`src/design/dda_pkg.sv`:
```
`timescale 1ns / 1ps

package dda_pkg;

  // Screen geometry
  localparam int SCREEN_WIDTH  = 64;
  localparam int SCREEN_HEIGHT = 64;

  // Field widths
  localparam int COORD_W = 6;
  localparam int ADDR_W  = 12;
  localparam int COLOR_W = 32;

  // Remainder of the error term spans [-2L, 4L), with L below 2**COORD_W
  localparam int REM_W   = COORD_W + 3;
  localparam int DELTA_W = COORD_W + 1;

  // Saturation limits for incoming endpoints
  localparam logic [COORD_W-1:0] X_MAX = COORD_W'(SCREEN_WIDTH - 1);
  localparam logic [COORD_W-1:0] Y_MAX = COORD_W'(SCREEN_HEIGHT - 1);

  typedef logic [COORD_W-1:0] coord_t;
  typedef logic [ADDR_W-1:0]  addr_t;
  typedef logic [COLOR_W-1:0] color_t;

  // Sequencer states
  typedef enum logic {
    ST_IDLE,
    ST_RUN
  } seq_state_t;

  // Control from the sequencer to each axis unit
  typedef struct packed {
    logic init;
    logic step;
  } axis_ctrl_t;

endpackage

```
`src/design/dda_cmd_if.sv`:
```
`timescale 1ns / 1ps

interface dda_cmd_if import dda_pkg::*; ();
  logic   valid;
  logic   ready;
  coord_t start_x;
  coord_t end_x;
  coord_t start_y;
  coord_t end_y;
  color_t pixel_color;

  modport source (
    output valid, start_x, end_x, start_y, end_y, pixel_color,
    input  ready
  );

  modport sink (
    input  valid, start_x, end_x, start_y, end_y, pixel_color,
    output ready
  );
endinterface

```
`src/design/dda_pix_if.sv`:
```
`timescale 1ns / 1ps

interface dda_pix_if import dda_pkg::*; ();
  logic   valid;
  logic   ready;
  coord_t pixel_x;
  coord_t pixel_y;
  addr_t  pixel_address;
  color_t write_color;
  logic   last_pixel;

  modport source (
    output valid, pixel_x, pixel_y, pixel_address, write_color, last_pixel,
    input  ready
  );

  modport sink (
    input  valid, pixel_x, pixel_y, pixel_address, write_color, last_pixel,
    output ready
  );
endinterface

```
`src/design/dda_line_pixel_generator.sv`:
```
`timescale 1ns / 1ps

// Channel   Port     Dir  Beat
// command   in_cmd   in   start_x, end_x, start_y, end_y, pixel_color
// pixel     out_pix  out  pixel_x, pixel_y, pixel_address, write_color, last_pixel
//
// A line of length L = max(|dx|, |dy|) is walked by the per-axis error step
// units: the command is taken in idle, then one pixel beat per cycle while
// out_pix.ready is high. Commands are taken only while no line is being walked.
// rst_n (synchronous, active low) returns the sequencer to idle.
// A stalled pixel beat holds; the walk resumes when out_pix.ready returns.
module dda_line_pixel_generator import dda_pkg::*; (
  input  logic      clk,
  input  logic      rst_n,
  dda_cmd_if.sink   in_cmd,
  dda_pix_if.source out_pix
);

  seq_state_t state_r, state_nxt;
  coord_t     count_r, count_nxt;
  coord_t     len_r,   len_nxt;
  color_t     color_r, color_nxt;
  axis_ctrl_t ctrl;

  coord_t                    x0, x1, y0, y1;
  logic signed [DELTA_W-1:0] dx, dy;
  coord_t                    adx, ady, len;
  coord_t                    pos_x, pos_y;
  logic                      last;

  // Endpoint saturation and line length
  always_comb begin
    x0  = (in_cmd.start_x > X_MAX) ? X_MAX : in_cmd.start_x;
    x1  = (in_cmd.end_x   > X_MAX) ? X_MAX : in_cmd.end_x;
    y0  = (in_cmd.start_y > Y_MAX) ? Y_MAX : in_cmd.start_y;
    y1  = (in_cmd.end_y   > Y_MAX) ? Y_MAX : in_cmd.end_y;
    dx  = $signed({1'b0, x1}) - $signed({1'b0, x0});
    dy  = $signed({1'b0, y1}) - $signed({1'b0, y0});
    adx = dx[DELTA_W-1] ? COORD_W'(-dx) : COORD_W'(dx);
    ady = dy[DELTA_W-1] ? COORD_W'(-dy) : COORD_W'(dy);
    len = (adx >= ady) ? adx : ady;
  end

  assign last = (count_r == len_r);

  // Sequencer: next state and outputs
  always_comb begin
    state_nxt     = state_r;
    count_nxt     = count_r;
    len_nxt       = len_r;
    color_nxt     = color_r;
    ctrl          = '0;
    in_cmd.ready  = 1'b0;
    out_pix.valid = 1'b0;
    case (state_r)
      ST_IDLE: begin
        in_cmd.ready = 1'b1;
        if (in_cmd.valid) begin
          ctrl.init = 1'b1;
          count_nxt = '0;
          len_nxt   = len;
          color_nxt = in_cmd.pixel_color;
          state_nxt = ST_RUN;
        end
      end
      ST_RUN: begin
        out_pix.valid = 1'b1;
        if (out_pix.ready) begin
          if (last) begin
            state_nxt = ST_IDLE;
          end else begin
            ctrl.step = 1'b1;
            count_nxt = count_r + COORD_W'(1);
          end
        end
      end
      default: begin
        state_nxt = ST_IDLE;
      end
    endcase
  end

  // Control state
  always_ff @(posedge clk) begin
    if (!rst_n) begin
      state_r <= ST_IDLE;
    end else begin
      state_r <= state_nxt;
    end
  end

  // Line registers
  always_ff @(posedge clk) begin
    count_r <= count_nxt;
    len_r   <= len_nxt;
    color_r <= color_nxt;
  end

  // Axis walkers
  dda_axis u_axis_x (
    .clk       (clk),
    .ctrl      (ctrl),
    .start_pos (x0),
    .delta     (dx),
    .len       (len),
    .pos       (pos_x)
  );

  dda_axis u_axis_y (
    .clk       (clk),
    .ctrl      (ctrl),
    .start_pos (y0),
    .delta     (dy),
    .len       (len),
    .pos       (pos_y)
  );

  // Pixel beat
  assign out_pix.pixel_x       = pos_x;
  assign out_pix.pixel_y       = pos_y;
  assign out_pix.pixel_address = ADDR_W'({{(ADDR_W-COORD_W){1'b0}}, pos_y}
                                         * ADDR_W'(SCREEN_WIDTH))
                                 + ADDR_W'(pos_x);
  assign out_pix.write_color   = color_r;
  assign out_pix.last_pixel    = last;

  // Checks
  a_no_overlap: assert property (@(posedge clk) disable iff (!rst_n)
    in_cmd.ready |-> !out_pix.valid)
    else $error("command taken while a line is active");

  a_count_bound: assert property (@(posedge clk) disable iff (!rst_n)
    out_pix.valid |-> (count_r <= len_r))
    else $error("pixel count ran past line length");

  a_ready_after_last: assert property (@(posedge clk) disable iff (!rst_n)
    (out_pix.valid && out_pix.ready && last) |=> in_cmd.ready)
    else $error("not idle after last pixel");

  a_unit_step: assert property (@(posedge clk) disable iff (!rst_n)
    ctrl.step |=> ((pos_x == $past(pos_x)) || (pos_x == $past(pos_x) + COORD_W'(1))
                   || (pos_x == $past(pos_x) - COORD_W'(1))))
    else $error("x moved by more than one column");

endmodule

```
`src/design/dda_axis.sv`:
```
`timescale 1ns / 1ps

// One axis of the line walker. Keeps pos = start + floor(n / 2L) with
// n = 2*k*d + L, as a position and a remainder in [0, 2L). Each step adds
// 2d to the remainder and corrects once, since |2d| <= 2L.
module dda_axis import dda_pkg::*; (
  input  logic                      clk,
  input  axis_ctrl_t                ctrl,
  input  coord_t                    start_pos,
  input  logic signed [DELTA_W-1:0] delta,
  input  coord_t                    len,
  output coord_t                    pos
);

  coord_t                    pos_r,     pos_nxt;
  logic signed [REM_W-1:0]   rem_r,     rem_nxt;
  logic signed [REM_W-1:0]   two_len_r, two_len_nxt;
  logic signed [DELTA_W:0]   d2_r,      d2_nxt;
  logic signed [REM_W-1:0]   sum;

  // Per-axis add / compare / correct step
  always_comb begin
    sum         = rem_r + {{(REM_W-DELTA_W-1){d2_r[DELTA_W]}}, d2_r};
    pos_nxt     = pos_r;
    rem_nxt     = rem_r;
    two_len_nxt = two_len_r;
    d2_nxt      = d2_r;
    if (ctrl.init) begin
      pos_nxt     = start_pos;
      rem_nxt     = $signed({3'b000, len});
      two_len_nxt = $signed({2'b00, len, 1'b0});
      d2_nxt      = $signed({delta, 1'b0});
    end else if (ctrl.step) begin
      if (sum >= two_len_r) begin
        rem_nxt = sum - two_len_r;
        pos_nxt = pos_r + COORD_W'(1);
      end else if (sum[REM_W-1]) begin
        rem_nxt = sum + two_len_r;
        pos_nxt = pos_r - COORD_W'(1);
      end else begin
        rem_nxt = sum;
      end
    end
  end

  // Datapath registers, no reset needed
  always_ff @(posedge clk) begin
    pos_r     <= pos_nxt;
    rem_r     <= rem_nxt;
    two_len_r <= two_len_nxt;
    d2_r      <= d2_nxt;
  end

  assign pos = pos_r;

endmodule

```
`src/flat_wrapper.sv`:
```
// flat-port wrapper written by rule: the top's interface ports become plain ports
module dda_line_pixel_generator_flat import dda_pkg::*;
  (clk, rst_n, in_cmd_valid, in_cmd_start_x, in_cmd_end_x, in_cmd_start_y, in_cmd_end_y, in_cmd_pixel_color, in_cmd_ready, out_pix_valid, out_pix_pixel_x, out_pix_pixel_y, out_pix_pixel_address, out_pix_write_color, out_pix_last_pixel, out_pix_ready);
  dda_cmd_if in_cmd_i ();
  dda_pix_if out_pix_i ();
  input  logic clk;
  input  logic rst_n;
  input wire logic [$bits(in_cmd_i.valid)-1:0] in_cmd_valid;
  input wire logic [$bits(in_cmd_i.start_x)-1:0] in_cmd_start_x;
  input wire logic [$bits(in_cmd_i.end_x)-1:0] in_cmd_end_x;
  input wire logic [$bits(in_cmd_i.start_y)-1:0] in_cmd_start_y;
  input wire logic [$bits(in_cmd_i.end_y)-1:0] in_cmd_end_y;
  input wire logic [$bits(in_cmd_i.pixel_color)-1:0] in_cmd_pixel_color;
  output wire logic [$bits(in_cmd_i.ready)-1:0] in_cmd_ready;
  output wire logic [$bits(out_pix_i.valid)-1:0] out_pix_valid;
  output wire logic [$bits(out_pix_i.pixel_x)-1:0] out_pix_pixel_x;
  output wire logic [$bits(out_pix_i.pixel_y)-1:0] out_pix_pixel_y;
  output wire logic [$bits(out_pix_i.pixel_address)-1:0] out_pix_pixel_address;
  output wire logic [$bits(out_pix_i.write_color)-1:0] out_pix_write_color;
  output wire logic [$bits(out_pix_i.last_pixel)-1:0] out_pix_last_pixel;
  input wire logic [$bits(out_pix_i.ready)-1:0] out_pix_ready;
  assign in_cmd_i.valid = in_cmd_valid;
  assign in_cmd_i.start_x = in_cmd_start_x;
  assign in_cmd_i.end_x = in_cmd_end_x;
  assign in_cmd_i.start_y = in_cmd_start_y;
  assign in_cmd_i.end_y = in_cmd_end_y;
  assign in_cmd_i.pixel_color = in_cmd_pixel_color;
  assign in_cmd_ready = in_cmd_i.ready;
  assign out_pix_valid = out_pix_i.valid;
  assign out_pix_pixel_x = out_pix_i.pixel_x;
  assign out_pix_pixel_y = out_pix_i.pixel_y;
  assign out_pix_pixel_address = out_pix_i.pixel_address;
  assign out_pix_write_color = out_pix_i.write_color;
  assign out_pix_last_pixel = out_pix_i.last_pixel;
  assign out_pix_i.ready = out_pix_ready;
  dda_line_pixel_generator u_core (.clk(clk), .rst_n(rst_n), .in_cmd(in_cmd_i), .out_pix(out_pix_i));
endmodule
```
`config.mk`:
```
export PLATFORM = sky130hd
export DESIGN_NAME = dda_line_pixel_generator_flat
export DESIGN_NICKNAME = d
export VERILOG_FILES = /design/src/design/dda_pkg.sv /design/src/design/dda_cmd_if.sv /design/src/design/dda_pix_if.sv /design/src/design/dda_line_pixel_generator.sv /design/src/design/dda_axis.sv /design/src/flat_wrapper.sv
export SDC_FILE = /design/constraint.sdc
export NUM_CORES = 1
export LEC_CHECK = 0
export BUFFER_PORTS_ARGS = -buffer_cell sky130_fd_sc_hd__buf_2
export CORE_MARGIN = 4
export CORE_UTILIZATION = 35
export DETAILED_ROUTE_END_ITERATION = 10
export MAX_ROUTING_LAYER = met4
export PLACE_DENSITY = 0.56
export SYNTH_ARGS = -nofsm -noshare
export SYNTH_HDL_FRONTEND = slang
export SYNTH_SLANG_ARGS = --single-unit
export TNS_END_PERCENT = 30
```
`constraint.sdc`:
```
create_clock -name clk -period 5.15 [get_ports clk]
set_clock_uncertainty 0.1 [all_clocks]
set_input_delay 0 -clock clk [delete_from_list [all_inputs] [get_ports clk]]
set_output_delay 0 -clock clk [all_outputs]
set_load 0.05 [all_outputs]
```
After elaboration in Yosys (flattened, before gate mapping)

Index checks and enable logic that the tools add are counted.

$add $sub $neg: 16
Magnitude comparators: 7
Equality and inequality tests: 4
Mux-type cells: 36
Bitwise operators: 1
Reductions and logical operators: 7

Operator list:

| cell                | number |
|---|---|
| $mux 6              | 22 |
| $mux 9              | 4 |
| $gt 6x6->1 const B  | 4 |
| $add 6x1->6 const B | 3 |
| $add 9x8->9         | 2 |
| $add 9x9->9         | 2 |
| $ge 9x8->1          | 2 |
| $sub 9x8->9         | 2 |
| $sub 6x6->7         | 2 |
| $add 12x6->12       | 1 |
| $neg 6->6           | 2 |
| $pmux 6 s2          | 1 |
| $sub 6x1->6 const B | 2 |
| $mux 1              | 8 |
| $eq 6x6->1          | 1 |
| $ge 6x6->1          | 1 |
| $ne 2x2->1 const B  | 3 |
| $reduce_and 2->1    | 3 |
| $reduce_bool 3->1   | 2 |
| $reduce_and 3->1    | 1 |
| $pmux 1 s2          | 1 |
| $reduce_bool 2->1   | 1 |
| $not 1->1           | 1 |

Flip-flop bits (word level): 95
Word-level logic and storage cells: 84

Logic depth before layout (Yosys ltp)

Depth after elaboration: 8
Gate-level depth with buffers: 21

By module

Synthesis repeated with hierarchy kept, for this count alone.

Cell total of the unflattened synthesis: 689
Area, all modules: 7134.3 µm²

Modules (own cells, without submodules):

| module                   | instances | cells each | area an instance (µm²) | seq. area each (µm²) |
|---|---|---|---|---|
| dda_axis                 | 2         | 224        | 2245.9                 | 810.8 |
| dda_line_pixel_generator | 1         | 241        | 2642.5                 | 1341.3 |

Worst setup path before layout

OpenSTA, ideal clock, no wires.

Path kind: flip-flop to flip-flop
Start: register u_core.u_axis_x.rem_r[1]
End: register u_core.u_axis_x.pos_r[5] (netlist: u_core.u_axis_x.pos[5]), data pin
Setup time: 271 ps
Arrival time: 4201 ps
Slack: 579 ps
Cell stages (with the launch flop): 22
Period minus slack after synthesis: 4571 ps
Cell sequence: edfxtp_1 > ha_1 > fa_1 > a21o_1 > a21oi_1 > xnor2_1 > ha_1 > buf_2 > and2_1 > a221o_1 > a211o_1 > nor2_4 > nor2_2 > inv_2 > ha_1 > a21o_1 > a21oi_1 > o21bai_1 > a21oi_1 > xnor2_1 > xnor2_1 > a21oi_1

Word-level cells in the longest chain between the ends: 5

Ends and longest elaborated chain:

| what                           | line           | text |
|---|---|---|
| start, declared                | dda_axis.sv:16 | `logic signed [REM_W-1:0] rem_r, rem_nxt;` |
| start signal, assigned         | dda_axis.sv:49 | `rem_r <= rem_nxt;` |
| $add 9x9->9                    | dda_axis.sv:23 | `sum = rem_r + {{(REM_W-DELTA_W-1){d2_r[DELTA_W]}}, d2_r};` |
| $ge 9x8->1                     | dda_axis.sv:34 | `if (sum >= two_len_r) begin` |
| $mux 6                         | dda_axis.sv:34 |  |
| $mux 6                         | dda_axis.sv:33 | `end else if (ctrl.step) begin` |
| $mux 6                         | dda_axis.sv:28 | `if (ctrl.init) begin` |
| net u_core.u_axis_x.pos_nxt[5] | dda_axis.sv:15 | `coord_t pos_r, pos_nxt;` |
| end signal, assigned           | dda_axis.sv:48 | `pos_r <= pos_nxt;` |
| end, declared                  | dda_axis.sv:15 |  |

The timed path passes the listed nets, and every way through them passes these cells. The select of a mux whose other input is x is not followed.
A chain may end at the register's enable or synchronous reset.

Worst setup path after layout

Ends and elaborated chain as after synthesis.

==> summary.txt <==
Place
  • DP Cell Count: 971
  • GPL Wtd Cong: 0.836
  • Placed Area: 7340 um2
  • Final HPWL DP: 12200 um
  • PortBufs: 118

Timing
  • Final setup fails: 0
  • Period utilization: 93.7%
  • Worst Tran Pin Value: 899 ps
  • Relative slew slack: 39.4%
  • Unrepaired setup endpoints after global routing: false
  • Max Fclk: 0.207 GHz
  • Crit path time final: 4820 ps
  • Final hold vios: 0
  • Final Max Slew Viols: 0
  • Total negative setup slack: 0 ps
  • Hold slack final: 50.9 ps

Clocking
  • Clock Sinks: 88
  • Post-CTS setup buffers: 0
  • Worst skew pair latency: 350 ps
  • CTS tree: done
  • Clock Pin Slew Worst Setup and Hold Paths: 60 ps
  • Root Buffer Master: clkbuf_16
  • TritonCTS buffer count: 9
  • Clock Path Buffers: 2
  • H-tree levels: 3

Critical path
  • Worst Reg-to-Reg Cells: 20
  • Crit path max fanout: 7
  • CP startpoint kind: flip-flop
  • Setup CP Type: reg2reg
  • CP Capture Type: flip-flop
  • Arr. time, crit path: 4800 ps
  • R2r endpoint: u_core.u_axis_x.pos[5]
  • Worst EP required: 5130 ps
  • R2R setup slack: 330 ps
  • Crit Reg-Reg Startpoint: u_core.u_axis_x.rem_r[1]

Synth
  • Syn Inst Count: 652
  • EDFF count, synth: 81
  • Avg Cell Area, Syn: 10.2 um2
  • Share of the synthesized area in the top cell type: 36.7%
  • Syn_nets: 791
  • Synth unique cells: 69
  • Cell accounting for the most synthesized area: edfxtp_1
  • Seq/Total Area, Yosys: 38.9%
  • Area contributors post-synth: edfxtp_1 (37%), ha_1 (13%), xnor2_1 (4.0%)
  • Synth Register Bits: 88
  • Synth async-reset ratio: 0%
  • Main synth FF type: edfxtp_1
  • Post-Syn Area: 6620 um2
  • Syn. warnings: 0

Floorplan
  • Area of the core: 18600 um2
  • Die Ht: 146 um
  • Rows: 50
  • Initial core utilization: 35.5%
  • Die X: 146 um
  • Area of the die: 21200 um2
  • Boundary Pins: 119

Global routing
  • First-pass GRT wire length: 26300 um
  • Met2 Use GR: 25.2%
  • Vias in the first global route: 5031
  • Grt met3 use: 2.40%
  • GR Util met1: 20.6%
  • Antenna violations before repair: 0
  • Gr usage total: 15.6%
  • Gr busiest metal: met2
  • Grt ovf: 0
  • Largest net degree at the start of global routing: 36

Route
  • Antenna-violating nets left: 0
  • Via-to-Cell Ratio: 4.91
  • Drt pass-1 iters: 4
  • Initial DRC Count: 311
  • Vias: 5070
  • Avg WL per Cell: 15.6 um
  • Detailed Route WL: 16200 um
  • DRC: 0

Min path
  • Hold Path Cell Cnt: 2
  • Hold Path End: u_core.u_axis_x.d2_r[2]
  • Hold Path Class: in2reg
  • Hold wc startpoint: in_cmd_end_x[1]

Finish
  • Most frequent cells in the layout: buf_2 (118), edfxtp_1 (81), ha_1 (68)
  • Multi-input logic area: 3610 um2
  • Commonest non-fill, non-tap cell in the layout: buf_2
  • Register area: 2570 um2
  • Layout Nets: 933
  • Fill cells: 1817
  • Area grow syn2layout: 22.5%
  • Final Non-Filler Cells: 1033
  • Design area: 8110 um2
  • ANT cells: 0
  • Layout cells sized above 1: 20.2%

Power
  • P_leak: 3.52 nW
  • Maximum vdd drop: 231 uV
  • Power Dens Cells: 753 nW/um2

Status
  • Outcome: completed

Run
  • Max-cap violation count: 0
[stage by stage]
stage	setup slack (ps)	power (W)	utilization [%]
floorplan	579	0.00460	-
detailed placement	349	0.00538	39.4
global placement	440	0.00537	39.4
finish	327	0.00610	43.5
global route	5.27	0.00666	43.5
CTS	333	0.00612	43.5
[per-layer routing]
| metal | wire length (um) | part of all wire, % | vias up |
|---|---|---|---|
| met4 | 238 | 1.5 | 0 |
| met5 | 0 | 0 | - |
| met2 | 7790 | 48 | 70 |
| met3 | 505 | 3.1 | 17 |
| met1 | 7620 | 47 | 2374 |
| li1 | - | - | 2609 |
[how the worst max path moves through the flow]
stage	cells after the start	from	to
after CTS	20	u_core.u_axis_x.rem_r[1]	u_core.u_axis_x.pos[5]
final	20	u_core.u_axis_x.rem_r[1]	u_core.u_axis_x.pos[5]
after detailed placement	20	u_core.u_axis_x.rem_r[1]	u_core.u_axis_x.pos[5]
after global placement	20	u_core.u_axis_x.rem_r[1]	u_core.u_axis_x.pos[5]
after floorplan	21	u_core.u_axis_x.rem_r[1]	u_core.u_axis_x.pos[5]
after global routing	20	u_core.u_axis_x.rem_r[1]	u_core.u_axis_x.pos[5]
[power breakdown]
part	internal [W]	leakage (nW)	switching [W]
registers	0.00105	0.835	0.000122
logic	0.00177	2.53	0.00249
clock network	0.000381	0.146	0.000298
[cells by family after synthesis]
family | synth area share, %
AND/OR/NAND/NOR | 11.6
buffers and inverters | 6.65
AO/OA/AOI/OAI | 17.3
XOR/XNOR | 7.43
adder cells (fa/ha/maj) | 16.1
multiplexers | 2.04
flip-flops | 38.9
[area by class of cell]
cell class	instances	share of cell area [%]
Multi-Input combinational cell	462	44.5
Tap cell	234	3.61
Inverter	63	2.92
Clock inverter	7	0.972
Timing Repair Buffer	170	13.5
Sequential cell	88	31.7
Clock buffer	9	2.78
[worst max-delay path: stages, from the launching register on]
cell      delay (ps)
edfxtp_1         370
ha_1             230
fa_1             420
a21o_1           180
a21oi_1          160
xnor2_1          230
ha_2             400
and2_1           200
a221o_1          310
a211o_1          370
nor2_4           120
nor2_2            70
inv_2            140
ha_1             230
a21o_1           170
a21oi_1          220
o21bai_1          90
a21oi_1          170
xnor2_1          150
xnor2_1          140
a21oi_1           80
[sequential cells by signal, indices dropped and copies added, names as in the netlist]
register / count
u_core.out_pix.write_color: 32
u_core.u_axis_y.rem_r: 9
u_core.u_axis_x.rem_r: 8
u_core.u_axis_x.d2_r: 7
u_core.u_axis_y.d2_r: 7
u_core.count_r: 6
u_core.len_r: 6
u_core.u_axis_x.pos: 6
u_core.u_axis_y.pos: 6
u_core.state_r: 1
[cell usage after synthesis (3+ instances only)]
library cell and n:
o21a_1 10, nor3_1 6, mux2_2 3, a21oi_1 43, a21o_1 17, o2111ai_1 4, o21bai_1 12, nand2b_1 8
nor3b_1 5, a211oi_2 3, and2_1 7, clkbuf_1 22, nand2_1 31, nand3_1 16, xor2_1 21, inv_1 60
nor2b_1 11, o311ai_0 3, o21ai_0 25, o21ai_1 6, or3_1 3, xnor2_1 30, buf_2 4, fa_1 10
dfxtp_1 7, nor2_1 41, a211oi_1 4, mux2i_1 9, buf_4 12, a31oi_1 8, a21oi_2 3, o211ai_1 8
edfxtp_1 81, a221oi_1 3, ha_1 69
[repair_timing]
item,CTS,global route
endpoints found under the setup margin,0,1
hold buffers,46,0
resized for setup,0,1
hold endpoints to repair,45,0
Power figures use the tool's default switching activity.
